<file path="src/hw/rtl/seven_segment_scan_formatter_macros.svh">
// ----------------------------------------------------------------------------
// seven segment scan formatter assertion macros
// shared concurrent assertion forms, clocked and reset-qualified
// ----------------------------------------------------------------------------
`ifndef SEVEN_SEGMENT_SCAN_FORMATTER_MACROS_SVH
`define SEVEN_SEGMENT_SCAN_FORMATTER_MACROS_SVH

// same-cycle implication
`define SSF_ASSERT_IMPLY(label, clk, rst, ante, cons, msg) \
   label: assert property (@(posedge clk) disable iff (rst) (ante) |-> (cons)) \
      else $error(msg);

// next-cycle implication
`define SSF_ASSERT_NEXT(label, clk, rst, ante, cons, msg) \
   label: assert property (@(posedge clk) disable iff (rst) (ante) |=> (cons)) \
      else $error(msg);

`endif

</file>
<file path="src/hw/rtl/ssf_pkg.sv">
`timescale 1ns / 1ps
// ----------------------------------------------------------------------------
// ssf_pkg
// types, codes and digit helpers for the seven segment scan formatter
// ----------------------------------------------------------------------------
package ssf_pkg;

   localparam int POS_W = 3;
   localparam int CSR_ADDR_W = 3;
   localparam int CSR_DATA_W = 32;

   // display modes
   localparam logic [2:0] MODE_FREQ = 3'd1;
   localparam logic [2:0] MODE_DISTANCE = 3'd2;
   localparam logic [2:0] MODE_TIME = 3'd3;
   localparam logic [2:0] MODE_TEMP = 3'd4;
   localparam logic [2:0] MODE_ANALOG = 3'd5;

   // register select, address bit 2
   localparam logic REG_VIEW_MODE = 1'b0;
   localparam logic REG_ANALOG_SELECT = 1'b1;

   // character codes beyond the decimal digits
   localparam logic [3:0] CHAR_DASH = 4'd10;
   localparam logic [3:0] CHAR_BLANK = 4'd11;

   localparam logic [7:0] SEG_BLANK = 8'hFF;
   localparam logic [7:0] SEG_DP_MASK = 8'h7F;

   // reciprocals, exact for 16-bit dividends with a 32-bit shift
   localparam logic [31:0] RECIP_10 = 32'(64'h1_0000_0000 / 64'd10 + 64'd1);
   localparam logic [31:0] RECIP_100 = 32'(64'h1_0000_0000 / 64'd100 + 64'd1);
   localparam logic [31:0] RECIP_1000 = 32'(64'h1_0000_0000 / 64'd1000 + 64'd1);
   localparam logic [31:0] RECIP_10000 = 32'(64'h1_0000_0000 / 64'd10000 + 64'd1);

   typedef logic [4:0][3:0] bcd5_type;

   typedef struct packed {
      logic        action;
      logic [15:0] frequency;
      logic [9:0]  distance;
      logic [7:0]  time_hours;
      logic [7:0]  time_minutes;
      logic [7:0]  time_seconds;
      logic [15:0] temperature;
      logic [7:0]  light_level;
      logic [7:0]  pot_level;
   } item_type;

   typedef struct packed {
      bcd5_type   frequency;
      bcd5_type   distance;
      bcd5_type   temperature;
      bcd5_type   light;
      bcd5_type   pot;
      logic [7:0] hours;
      logic [7:0] minutes;
      logic [7:0] seconds;
   } reading_type;

   typedef struct packed {
      logic             fire;
      logic [POS_W-1:0] pos;
      logic             blink_on;
   } scan_type;

   typedef struct packed {
      logic [2:0] view_mode;
      logic       analog_select;
   } cfg_type;

   function automatic logic [15:0] div_recip(input logic [15:0] value,
                                             input logic [31:0] recip);
      logic [47:0] prod;
      prod = 48'(value) * 48'(recip);
      return prod[47:32];
   endfunction

   function automatic bcd5_type bcd_digits(input logic [15:0] value);
      logic [4:0][15:0] quot;
      bcd5_type         digits;
      quot[0] = value;
      quot[1] = div_recip(value, RECIP_10);
      quot[2] = div_recip(value, RECIP_100);
      quot[3] = div_recip(value, RECIP_1000);
      quot[4] = div_recip(value, RECIP_10000);
      for (int k = 0; k < 4; k++) begin
         digits[k] = 4'(quot[k] - ((quot[k+1] << 3) + (quot[k+1] << 1)));
      end
      digits[4] = quot[4][3:0];
      return digits;
   endfunction

   function automatic logic [7:0] seg_pattern(input logic [3:0] code);
      logic [7:0] seg;
      case (code)
         4'd0: seg = 8'hC0;
         4'd1: seg = 8'hF9;
         4'd2: seg = 8'hA4;
         4'd3: seg = 8'hB0;
         4'd4: seg = 8'h99;
         4'd5: seg = 8'h92;
         4'd6: seg = 8'h82;
         4'd7: seg = 8'hF8;
         4'd8: seg = 8'h80;
         4'd9: seg = 8'h90;
         CHAR_DASH: seg = 8'hBF;
         default: seg = SEG_BLANK;
      endcase
      return seg;
   endfunction

endpackage

</file>
<file path="src/hw/rtl/ssf_if.sv">
`timescale 1ns / 1ps
// ----------------------------------------------------------------------------
// ssf_if
// valid/ready channels for reading words and digit words
// ----------------------------------------------------------------------------
interface ssf_req_if;
   logic        valid;
   logic        ready;
   logic        action;
   logic [15:0] frequency;
   logic [9:0]  distance;
   logic [7:0]  time_hours;
   logic [7:0]  time_minutes;
   logic [7:0]  time_seconds;
   logic [15:0] temperature;
   logic [7:0]  light_level;
   logic [7:0]  pot_level;

   modport source (
      output valid, action, frequency, distance, time_hours, time_minutes,
             time_seconds, temperature, light_level, pot_level,
      input  ready
   );
   modport sink (
      input  valid, action, frequency, distance, time_hours, time_minutes,
             time_seconds, temperature, light_level, pot_level,
      output ready
   );
endinterface

interface ssf_rsp_if;
   logic       valid;
   logic       ready;
   logic [7:0] digit_strobe;
   logic [7:0] segments;

   modport source (output valid, digit_strobe, segments, input ready);
   modport sink (input valid, digit_strobe, segments, output ready);
endinterface

</file>
<file path="src/hw/rtl/ssf_csr.sv">
`timescale 1ns / 1ps
// ----------------------------------------------------------------------------
// ssf_csr
// apb register file: display mode and analog source select
// ----------------------------------------------------------------------------
module ssf_csr (
   input  logic                               clock,
   input  logic                               reset,
   input  logic                               csr_psel,
   input  logic                               csr_penable,
   input  logic                               csr_pwrite,
   input  logic [ssf_pkg::CSR_ADDR_W-1:0]     csr_paddr,
   input  logic [ssf_pkg::CSR_DATA_W-1:0]     csr_pwdata,
   output logic [ssf_pkg::CSR_DATA_W-1:0]     csr_prdata,
   output logic                               csr_pready,
   output ssf_pkg::cfg_type                   cfg
);

   logic [2:0] mode_ff, mode_in;
   logic       select_ff, select_in;
   logic       wr_en;

   assign wr_en = csr_psel && csr_penable && csr_pwrite;
   assign csr_pready = 1'b1;

   always_comb begin
      mode_in = mode_ff;
      select_in = select_ff;
      if (wr_en) begin
         case (csr_paddr[2])
            ssf_pkg::REG_VIEW_MODE: mode_in = csr_pwdata[2:0];
            ssf_pkg::REG_ANALOG_SELECT: select_in = csr_pwdata[0];
            default: mode_in = mode_ff;
         endcase
      end
   end

   always_ff @(posedge clock) begin
      if (reset) begin
         mode_ff <= ssf_pkg::MODE_FREQ;
         select_ff <= 1'b0;
      end else begin
         mode_ff <= mode_in;
         select_ff <= select_in;
      end
   end

   always_comb begin
      case (csr_paddr[2])
         ssf_pkg::REG_VIEW_MODE: csr_prdata = ssf_pkg::CSR_DATA_W'(mode_ff);
         ssf_pkg::REG_ANALOG_SELECT: csr_prdata = ssf_pkg::CSR_DATA_W'(select_ff);
         default: csr_prdata = '0;
      endcase
   end

   assign cfg.view_mode = mode_ff;
   assign cfg.analog_select = select_ff;

endmodule

</file>
<file path="src/hw/rtl/ssf_scan_ctrl.sv">
`timescale 1ns / 1ps
`include "seven_segment_scan_formatter_macros.svh"
// ----------------------------------------------------------------------------
// ssf_scan_ctrl
// tick prescaler, digit position and blink phase counter
// ----------------------------------------------------------------------------
module ssf_scan_ctrl #(
   parameter int SCAN_DIVIDER = 10,
   parameter int BLINK_HALF_SCANS = 250
) (
   input  logic              clock,
   input  logic              reset,
   input  logic              tick,
   output ssf_pkg::scan_type scan
);

   localparam int PRE_W = (SCAN_DIVIDER > 1) ? $clog2(SCAN_DIVIDER) : 1;
   localparam int BLINK_W = $clog2(2 * BLINK_HALF_SCANS);

   logic [PRE_W-1:0]         pre_ff, pre_in;
   logic [PRE_W:0]           pre_inc;
   logic [BLINK_W-1:0]       blink_ff, blink_in;
   logic [BLINK_W:0]         blink_inc;
   logic [ssf_pkg::POS_W-1:0] pos_ff, pos_in;
   logic                     fire;

   always_comb begin
      pre_inc = {1'b0, pre_ff} + (PRE_W+1)'(1);
      blink_inc = {1'b0, blink_ff} + (BLINK_W+1)'(1);
      fire = tick && (pre_inc >= (PRE_W+1)'(SCAN_DIVIDER));
      pre_in = pre_ff;
      blink_in = blink_ff;
      pos_in = pos_ff;
      if (tick) begin
         pre_in = fire ? '0 : pre_inc[PRE_W-1:0];
      end
      if (fire) begin
         blink_in = (blink_inc >= (BLINK_W+1)'(2 * BLINK_HALF_SCANS)) ?
                    '0 : blink_inc[BLINK_W-1:0];
         pos_in = pos_ff + ssf_pkg::POS_W'(1);
      end
   end

   always_ff @(posedge clock) begin
      if (reset) begin
         pre_ff <= '0;
         blink_ff <= '0;
         pos_ff <= '0;
      end else begin
         pre_ff <= pre_in;
         blink_ff <= blink_in;
         pos_ff <= pos_in;
      end
   end

   assign scan.fire = fire;
   assign scan.pos = pos_ff;
   assign scan.blink_on = (blink_inc <= (BLINK_W+1)'(BLINK_HALF_SCANS));

   `SSF_ASSERT_IMPLY(a_pre_range, clock, reset, 1'b1,
      (PRE_W+1)'(pre_ff) < (PRE_W+1)'(SCAN_DIVIDER), "prescaler out of range")
   `SSF_ASSERT_IMPLY(a_blink_range, clock, reset, 1'b1,
      (BLINK_W+1)'(blink_ff) < (BLINK_W+1)'(2 * BLINK_HALF_SCANS), "blink count out of range")
   `SSF_ASSERT_NEXT(a_pos_step, clock, reset, fire,
      pos_ff == ssf_pkg::POS_W'($past(pos_ff) + ssf_pkg::POS_W'(1)), "digit did not advance")

endmodule

</file>
<file path="src/hw/rtl/ssf_reading_store.sv">
`timescale 1ns / 1ps
// ----------------------------------------------------------------------------
// ssf_reading_store
// latches readings for the scan path, counts kept as decimal digits and time fields as given
// ----------------------------------------------------------------------------
module ssf_reading_store (
   input  logic                 clock,
   input  logic                 reset,
   input  logic                 latch,
   input  ssf_pkg::item_type    item,
   output ssf_pkg::reading_type reading
);

   ssf_pkg::reading_type reading_ff, reading_in;

   always_comb begin
      reading_in.frequency = ssf_pkg::bcd_digits(item.frequency);
      reading_in.distance = ssf_pkg::bcd_digits(16'(item.distance));
      reading_in.temperature = ssf_pkg::bcd_digits(item.temperature);
      reading_in.light = ssf_pkg::bcd_digits(16'(item.light_level));
      reading_in.pot = ssf_pkg::bcd_digits(16'(item.pot_level));
      reading_in.hours = item.time_hours;
      reading_in.minutes = item.time_minutes;
      reading_in.seconds = item.time_seconds;
   end

   always_ff @(posedge clock) begin
      if (reset) begin
         reading_ff <= '0;
      end else if (latch) begin
         reading_ff <= reading_in;
      end
   end

   assign reading = reading_ff;

endmodule

</file>
<file path="src/hw/rtl/ssf_formatter.sv">
`timescale 1ns / 1ps
`include "seven_segment_scan_formatter_macros.svh"
// ----------------------------------------------------------------------------
// ssf_formatter
// selects the character for the scanned digit and registers the segment word
// ----------------------------------------------------------------------------
module ssf_formatter (
   input  logic                 clock,
   input  logic                 reset,
   input  ssf_pkg::scan_type    scan,
   input  ssf_pkg::cfg_type     cfg,
   input  ssf_pkg::reading_type reading,
   output logic                 out_free,
   ssf_rsp_if.source            rsp_word
);

   logic       valid_ff, valid_in;
   logic [7:0] strobe_ff, strobe_in;
   logic [7:0] seg_ff, seg_in;
   logic [3:0] code;
   logic [3:0] nib;
   ssf_pkg::bcd5_type three;

   always_comb begin
      three = (cfg.view_mode == ssf_pkg::MODE_DISTANCE) ? reading.distance :
              (cfg.analog_select ? reading.pot : reading.light);
      case (scan.pos)
         3'd0: nib = reading.hours[7:4];
         3'd1: nib = reading.hours[3:0];
         3'd3: nib = reading.minutes[7:4];
         3'd4: nib = reading.minutes[3:0];
         3'd6: nib = reading.seconds[7:4];
         3'd7: nib = reading.seconds[3:0];
         default: nib = '0;
      endcase
      code = ssf_pkg::CHAR_BLANK;
      case (cfg.view_mode)
         ssf_pkg::MODE_FREQ: begin
            case (scan.pos)
               3'd2: code = ssf_pkg::CHAR_DASH;
               3'd3: code = reading.frequency[4];
               3'd4: code = reading.frequency[3];
               3'd5: code = reading.frequency[2];
               3'd6: code = reading.frequency[1];
               3'd7: code = reading.frequency[0];
               default: code = ssf_pkg::CHAR_BLANK;
            endcase
         end
         ssf_pkg::MODE_DISTANCE, ssf_pkg::MODE_ANALOG: begin
            case (scan.pos)
               3'd4: code = ssf_pkg::CHAR_DASH;
               3'd5: code = three[2];
               3'd6: code = three[1];
               3'd7: code = three[0];
               default: code = ssf_pkg::CHAR_BLANK;
            endcase
         end
         ssf_pkg::MODE_TIME: begin
            if (scan.pos inside {3'd2, 3'd5}) begin
               code = ssf_pkg::CHAR_DASH;
            end else if (nib > 4'd9) begin
               code = ssf_pkg::CHAR_BLANK;
            end else begin
               code = nib;
            end
         end
         ssf_pkg::MODE_TEMP: begin
            case (scan.pos)
               3'd4: code = reading.temperature[3];
               3'd5: code = reading.temperature[2];
               3'd6: code = reading.temperature[1];
               3'd7: code = reading.temperature[0];
               default: code = ssf_pkg::CHAR_BLANK;
            endcase
         end
         default: code = ssf_pkg::CHAR_BLANK;
      endcase
   end

   always_comb begin
      seg_in = ssf_pkg::seg_pattern(code);
      if (cfg.view_mode == ssf_pkg::MODE_TIME && (scan.pos inside {3'd2, 3'd5})
          && !scan.blink_on) begin
         seg_in = ssf_pkg::SEG_BLANK;
      end else if (cfg.view_mode == ssf_pkg::MODE_TEMP && scan.pos == 3'd5) begin
         seg_in = seg_in & ssf_pkg::SEG_DP_MASK;
      end
      strobe_in = 8'(1) << scan.pos;
   end

   assign out_free = !valid_ff || rsp_word.ready;
   assign valid_in = scan.fire || (valid_ff && !rsp_word.ready);

   always_ff @(posedge clock) begin
      if (reset) begin
         valid_ff <= 1'b0;
      end else begin
         valid_ff <= valid_in;
      end
   end

   always_ff @(posedge clock) begin
      if (scan.fire) begin
         strobe_ff <= strobe_in;
         seg_ff <= seg_in;
      end
   end

   assign rsp_word.valid = valid_ff;
   assign rsp_word.digit_strobe = strobe_ff;
   assign rsp_word.segments = seg_ff;

   `SSF_ASSERT_IMPLY(a_strobe_onehot, clock, reset, valid_ff, $onehot(strobe_ff),
      "digit strobe not one-hot")
   `SSF_ASSERT_IMPLY(a_no_overwrite, clock, reset, scan.fire, out_free,
      "scan fired into a held word")

endmodule

</file>
<file path="src/hw/rtl/seven_segment_scan_formatter.sv">
`timescale 1ns / 1ps
// ----------------------------------------------------------------------------
// seven_segment_scan_formatter
// eight-digit multiplexed seven-segment driver with apb mode registers
// ----------------------------------------------------------------------------
// Takes one word per clock unless the result side stalls. A word passes an input
// register and then one stage of logic into the result register, and words flow
// back to back at one per cycle while the result side keeps up. An update word
// latches all readings (counts stored as decimal digits, time fields as given)
// and gives no result. Every SCAN_DIVIDER-th tick word drives the next digit,
// 0 through 7, with a one-hot strobe and active-low segments.
// The time-mode dashes blink, BLINK_HALF_SCANS scans on and as many off.
// Mode registers sit at byte addresses 0 (display mode) and 4 (analog select). The
// user must write them only while no word is in flight; the block does not enforce it.
module seven_segment_scan_formatter #(
   parameter int SCAN_DIVIDER = 10,
   parameter int BLINK_HALF_SCANS = 250
) (
   input  logic                               clock,
   input  logic                               reset,
   ssf_req_if.sink                            req_word,
   ssf_rsp_if.source                          rsp_word,
   input  logic                               csr_psel,
   input  logic                               csr_penable,
   input  logic                               csr_pwrite,
   input  logic [ssf_pkg::CSR_ADDR_W-1:0]     csr_paddr,
   input  logic [ssf_pkg::CSR_DATA_W-1:0]     csr_pwdata,
   output logic [ssf_pkg::CSR_DATA_W-1:0]     csr_prdata,
   output logic                               csr_pready
);

   logic                 in_valid_ff, in_valid_in;
   ssf_pkg::item_type    in_item_ff, in_item_in;
   logic                 advance;
   logic                 out_free;
   logic                 req_take;
   ssf_pkg::cfg_type     cfg;
   ssf_pkg::scan_type    scan;
   ssf_pkg::reading_type reading;

   always_comb begin
      in_item_in.action = req_word.action;
      in_item_in.frequency = req_word.frequency;
      in_item_in.distance = req_word.distance;
      in_item_in.time_hours = req_word.time_hours;
      in_item_in.time_minutes = req_word.time_minutes;
      in_item_in.time_seconds = req_word.time_seconds;
      in_item_in.temperature = req_word.temperature;
      in_item_in.light_level = req_word.light_level;
      in_item_in.pot_level = req_word.pot_level;
   end

   assign advance = in_valid_ff && out_free;
   assign req_word.ready = !in_valid_ff || advance;
   assign req_take = req_word.valid && req_word.ready;
   assign in_valid_in = req_take || (in_valid_ff && !advance);

   always_ff @(posedge clock) begin
      if (reset) begin
         in_valid_ff <= 1'b0;
      end else begin
         in_valid_ff <= in_valid_in;
      end
   end

   always_ff @(posedge clock) begin
      if (req_take) begin
         in_item_ff <= in_item_in;
      end
   end

   ssf_csr u_csr (
      .clock       (clock),
      .reset       (reset),
      .csr_psel    (csr_psel),
      .csr_penable (csr_penable),
      .csr_pwrite  (csr_pwrite),
      .csr_paddr   (csr_paddr),
      .csr_pwdata  (csr_pwdata),
      .csr_prdata  (csr_prdata),
      .csr_pready  (csr_pready),
      .cfg         (cfg)
   );

   ssf_scan_ctrl #(
      .SCAN_DIVIDER     (SCAN_DIVIDER),
      .BLINK_HALF_SCANS (BLINK_HALF_SCANS)
   ) u_scan_ctrl (
      .clock (clock),
      .reset (reset),
      .tick  (advance && !in_item_ff.action),
      .scan  (scan)
   );

   ssf_reading_store u_reading_store (
      .clock   (clock),
      .reset   (reset),
      .latch   (advance && in_item_ff.action),
      .item    (in_item_ff),
      .reading (reading)
   );

   ssf_formatter u_formatter (
      .clock    (clock),
      .reset    (reset),
      .scan     (scan),
      .cfg      (cfg),
      .reading  (reading),
      .out_free (out_free),
      .rsp_word (rsp_word)
   );

endmodule
</file>
<file path="src/flat_wrapper.sv">
// flat-port wrapper written by rule: the top's interface ports become plain ports
module seven_segment_scan_formatter_flat 
#(
   parameter int SCAN_DIVIDER = 10,
   parameter int BLINK_HALF_SCANS = 250
)
  (clock, reset, csr_psel, csr_penable, csr_pwrite, csr_paddr, csr_pwdata, csr_prdata, csr_pready, req_word_valid, req_word_action, req_word_frequency, req_word_distance, req_word_time_hours, req_word_time_minutes, req_word_time_seconds, req_word_temperature, req_word_light_level, req_word_pot_level, req_word_ready, rsp_word_valid, rsp_word_digit_strobe, rsp_word_segments, rsp_word_ready);
  ssf_req_if req_word_i ();
  ssf_rsp_if rsp_word_i ();
  input  logic clock;
  input  logic reset;
  input  logic csr_psel;
  input  logic csr_penable;
  input  logic csr_pwrite;
  input  logic [ssf_pkg::CSR_ADDR_W-1:0] csr_paddr;
  input  logic [ssf_pkg::CSR_DATA_W-1:0] csr_pwdata;
  output logic [ssf_pkg::CSR_DATA_W-1:0] csr_prdata;
  output logic csr_pready;
  input wire logic [$bits(req_word_i.valid)-1:0] req_word_valid;
  input wire logic [$bits(req_word_i.action)-1:0] req_word_action;
  input wire logic [$bits(req_word_i.frequency)-1:0] req_word_frequency;
  input wire logic [$bits(req_word_i.distance)-1:0] req_word_distance;
  input wire logic [$bits(req_word_i.time_hours)-1:0] req_word_time_hours;
  input wire logic [$bits(req_word_i.time_minutes)-1:0] req_word_time_minutes;
  input wire logic [$bits(req_word_i.time_seconds)-1:0] req_word_time_seconds;
  input wire logic [$bits(req_word_i.temperature)-1:0] req_word_temperature;
  input wire logic [$bits(req_word_i.light_level)-1:0] req_word_light_level;
  input wire logic [$bits(req_word_i.pot_level)-1:0] req_word_pot_level;
  output wire logic [$bits(req_word_i.ready)-1:0] req_word_ready;
  output wire logic [$bits(rsp_word_i.valid)-1:0] rsp_word_valid;
  output wire logic [$bits(rsp_word_i.digit_strobe)-1:0] rsp_word_digit_strobe;
  output wire logic [$bits(rsp_word_i.segments)-1:0] rsp_word_segments;
  input wire logic [$bits(rsp_word_i.ready)-1:0] rsp_word_ready;
  assign req_word_i.valid = req_word_valid;
  assign req_word_i.action = req_word_action;
  assign req_word_i.frequency = req_word_frequency;
  assign req_word_i.distance = req_word_distance;
  assign req_word_i.time_hours = req_word_time_hours;
  assign req_word_i.time_minutes = req_word_time_minutes;
  assign req_word_i.time_seconds = req_word_time_seconds;
  assign req_word_i.temperature = req_word_temperature;
  assign req_word_i.light_level = req_word_light_level;
  assign req_word_i.pot_level = req_word_pot_level;
  assign req_word_ready = req_word_i.ready;
  assign rsp_word_valid = rsp_word_i.valid;
  assign rsp_word_digit_strobe = rsp_word_i.digit_strobe;
  assign rsp_word_segments = rsp_word_i.segments;
  assign rsp_word_i.ready = rsp_word_ready;
  seven_segment_scan_formatter #(.SCAN_DIVIDER(SCAN_DIVIDER), .BLINK_HALF_SCANS(BLINK_HALF_SCANS)) u_core (.clock(clock), .reset(reset), .req_word(req_word_i), .rsp_word(rsp_word_i), .csr_psel(csr_psel), .csr_penable(csr_penable), .csr_pwrite(csr_pwrite), .csr_paddr(csr_paddr), .csr_pwdata(csr_pwdata), .csr_prdata(csr_prdata), .csr_pready(csr_pready));
endmodule
</file>
<file path="config.mk">
export PLATFORM = sky130hd
export DESIGN_NAME = seven_segment_scan_formatter_flat
export DESIGN_NICKNAME = d
export VERILOG_FILES = /design/src/hw/rtl/ssf_pkg.sv /design/src/hw/rtl/ssf_if.sv /design/src/hw/rtl/ssf_csr.sv /design/src/hw/rtl/ssf_scan_ctrl.sv /design/src/hw/rtl/ssf_reading_store.sv /design/src/hw/rtl/ssf_formatter.sv /design/src/hw/rtl/seven_segment_scan_formatter.sv /design/src/flat_wrapper.sv
export VERILOG_INCLUDE_DIRS = /design/src /design/src/hw/rtl
export SDC_FILE = /design/constraint.sdc
export NUM_CORES = 2
export LEC_CHECK = 0
export ABC_CLOCK_PERIOD_IN_PS = 18050
export BUFFER_PORTS_ARGS = -buffer_cell sky130_fd_sc_hd__buf_4
export CAP_MARGIN = 20
export CORE_AREA = 2 2 299 301
export DETAILED_ROUTE_END_ITERATION = 10
export DIE_AREA = 0 0 301 303
export PLACE_DENSITY = 0.84
export SLEW_MARGIN = 20
export SYNTH_ARGS = -nofsm -noshare
export SYNTH_HDL_FRONTEND = slang
export SYNTH_HIERARCHICAL = 1
export SYNTH_SLANG_ARGS = --single-unit
</file>
<file path="constraint.sdc">
create_clock -name clock -period 18.05 [get_ports clock]
set_input_delay 1.805 -clock clock [delete_from_list [all_inputs] [get_ports clock]]
set_output_delay 1.805 -clock clock [all_outputs]
set_load 0.01 [all_outputs]
</file>
==> impl_metrics.csv <==
group,metric,value,unit
run_status,run_status,"finished clean",
global_route,grt_use_total,34.2,%
cts,numCtsBuffers,28,
cts,cts.sink_count,212,
sta,final_period_minus_worst_setup_slack,9.26,ns
cts,clk_latency,0.62,ns
cts,cts_post_setup_buffers_inserted,0,
global_route,grt.overflow.total,0,
finish,post-route-cell-area,60600,sq um
global_route,grt_first_pass_wirelength,241000,microns
synthesis,post_synth.cell_area_avg,9.91,sq um
sta,finalMaxSlewViolations,0,
floorplan,die_width,301,microns
floorplan,floorplan.die.height,303,microns
finish,syn_to_final_growth,5.50,%
sta,fin_skew,0.0355,ns
finish,top_library_cells_by_usage_in_the_layout_fill_and_taps_aside,"sky130_fd_sc_hd__inv_1, sky130_fd_sc_hd__ha_1, sky130_fd_sc_hd__fa_1, sky130_fd_sc_hd__nor2_1, sky130_fd_sc_hd__a21oi_1",
finish,layout-drive-gt1-share,4.80,%
floorplan,floorplan.io_pins,176,
floorplan,rows,109,
route,drt_iter0_drc,3197,
route,dr_total_vias,41607,
cts,htree_levels,1,
route,drcViolationCount,0,
finish,post_layout_nonfiller_instances,7103,
placed_design,post-dp-hpwl,126000,microns
placed_design,preCtsSetupSlack,9.04,ns
cts,tritoncts,"yes",
job,timing.max_cap.violations,0,
cts,cts_buffer_depth,3,
route,routed_wl,151000,microns
floorplan,start_util,65.3,%
global_route,largest_net_degree_at_the_start_of_global_routing,68,
floorplan,core,88000,sq um
synthesis,synthesis.instances,5793,
route,detailedRoute.firstPassIterationCount,5,
placed_design,dp.cells,7050,
global_route,grt_antenna_before_repair,2,
route,detail_route.vias_per_cell,5.86,
sta,slew_headroom,28.7,%
finish,area.sequential,5240,sq um
sta,max_freq,108,MHz
setup_path,timing.critical_path.required,18.58,ns
setup_path,startpoint_type,"flop",
synthesis,synth-warning-count,6,
sta,final-hold-violation-count,0,
finish,mostFrequentLayoutCell,"sky130_fd_sc_hd__inv_1",
sta,worst_slew_pin_slew,1.04,ns
finish,design.final.nets,8317,
cts,cts.repair.resized,0,
cts,total_of_hold_buffers_inserted_after_clock_tree_synthesis,0,
setup_path,crit_type,"flop to flop",
global_route,first_global_vias,45125,
sta,setup_slack,8.79,ns
sta,setup-violations-final,0,
sta,setup-tns-final,0,ns
cts,cts_root_buf,"sky130_fd_sc_hd__clkbuf_16",
setup_path,critical_path.endpoint_type,"flop",
route,detail-route-antenna-nets,0,
finish,multi_input_gate_area_in_the_final_layout,45600,sq um
placed_design,place_congestion,1.03,
cts,clk_transition_reported_paths,0.06,ns
sta,final.period_utilization,51.3,%
setup_path,worst_ep_arrival_time,9.79,ns
synthesis,synth.cell_area,57400,sq um
sta,grt_setup_unrepaired,"no",
placed_design,port_buffers,114,
route,route.detailed.wl_per_inst,21.2,microns
worst_hold_path,hold_path_class,"flop to flop",
floorplan,die-area,91200,sq um
finish,filler_cell_count,6441,
placed_design,postPlaceCellArea,59600,sq um
setup_path,cp_max_fo,10,
-- metal layers --
layer  global-route usage (%)  up-vias  wire (microns)
met5                        0        -              15
li1                         -    18914               -
met2                     56.2     1821           69700
met3                     6.60      449           13300
met4                     16.9        2            8690
met1                     43.3    20421           59100
-- worst paths after layout --
check / from / end / slack [ns] / cells after the start
min: u_core/u_reading_store/reading[115]$_SDFFE_PP0P_ / u_core/u_reading_store/reading[115]$_SDFFE_PP0P_ / 0.48 / 2
max: u_core/in_item_ff[71]$_DFFE_PP_ / u_core/u_reading_store/reading[119]$_SDFFE_PP0P_ / 8.79 / 27
max reg2reg: u_core/in_item_ff[71]$_DFFE_PP_ / u_core/u_reading_store/reading[119]$_SDFFE_PP0P_ / 8.79 / 27
min reg2reg: u_core/u_reading_store/reading[115]$_SDFFE_PP0P_ / u_core/u_reading_store/reading[115]$_SDFFE_PP0P_ / 0.48 / 2
-- through the flow --
stage / util (%) / hold WS, ns
floorplan: - / 0.441
global placement: 67.8 / 0.458
detailed placement: 67.8 / 0.462
CTS: 68.9 / 0.476
global route: 68.9 / 0.503
finish: 68.9 / 0.478
-- critical path: stages, from the launching register on --
cell and delay [ns]:
sky130_fd_sc_hd__edfxtp_1 0.78, sky130_fd_sc_hd__inv_1 0.38, sky130_fd_sc_hd__ha_1 0.70, sky130_fd_sc_hd__fa_1 0.52, sky130_fd_sc_hd__fa_1 0.51, sky130_fd_sc_hd__inv_1 0.06, sky130_fd_sc_hd__fa_1 0.52, sky130_fd_sc_hd__inv_1 0.05
sky130_fd_sc_hd__fa_1 0.44, sky130_fd_sc_hd__fa_1 0.49, sky130_fd_sc_hd__inv_1 0.04, sky130_fd_sc_hd__ha_1 0.19, sky130_fd_sc_hd__a2111oi_0 0.57, sky130_fd_sc_hd__o211ai_1 0.32, sky130_fd_sc_hd__a211oi_1 0.69, sky130_fd_sc_hd__nor3b_1 0.13
sky130_fd_sc_hd__o211ai_1 0.25, sky130_fd_sc_hd__nand3_1 0.12, sky130_fd_sc_hd__and2_1 0.22, sky130_fd_sc_hd__ha_1 0.22, sky130_fd_sc_hd__xor2_1 0.15, sky130_fd_sc_hd__xnor2_1 0.38, sky130_fd_sc_hd__nor3_1 0.09, sky130_fd_sc_hd__o211a_1 0.12
sky130_fd_sc_hd__a2111oi_1 0.53, sky130_fd_sc_hd__xnor3_1 0.31, sky130_fd_sc_hd__xnor2_1 0.14, sky130_fd_sc_hd__a211oi_1 0.22
-- final cells by class --
class,count,area share (%)
multi-input cells,3872,75.2
inverters,1647,10.2
flip-flops and latches,212,8.64
well taps,1165,2.41
repair buffers,154,1.91
clock buffers,33,1.29
clock inverters,19,0.341
diodes,1,0.00413
-- state kept, by name (all words and copies together), names as in the netlist --
| name | count |
|---|---|
| u_core/in_valid_ff | 1 |
| u_core/u_scan_ctrl/pre_ff | 4 |
| u_core/u_scan_ctrl/pos_ff | 3 |
| u_core/u_formatter/rsp_word.valid | 1 |
| u_core/u_formatter/rsp_word.digit_strobe | 8 |
| u_core/u_scan_ctrl/blink_ff | 9 |
| u_core/u_formatter/rsp_word.segments | 8 |
| u_core/u_reading_store/reading | 91 |
| u_core/u_csr/mode_ff | 3 |
| u_core/in_item_ff | 83 |
| u_core/u_csr/select_ff | 1 |
Power is not shown: default switching activity piles up to over one toggle a cycle in this logic, so the estimate is an artifact.
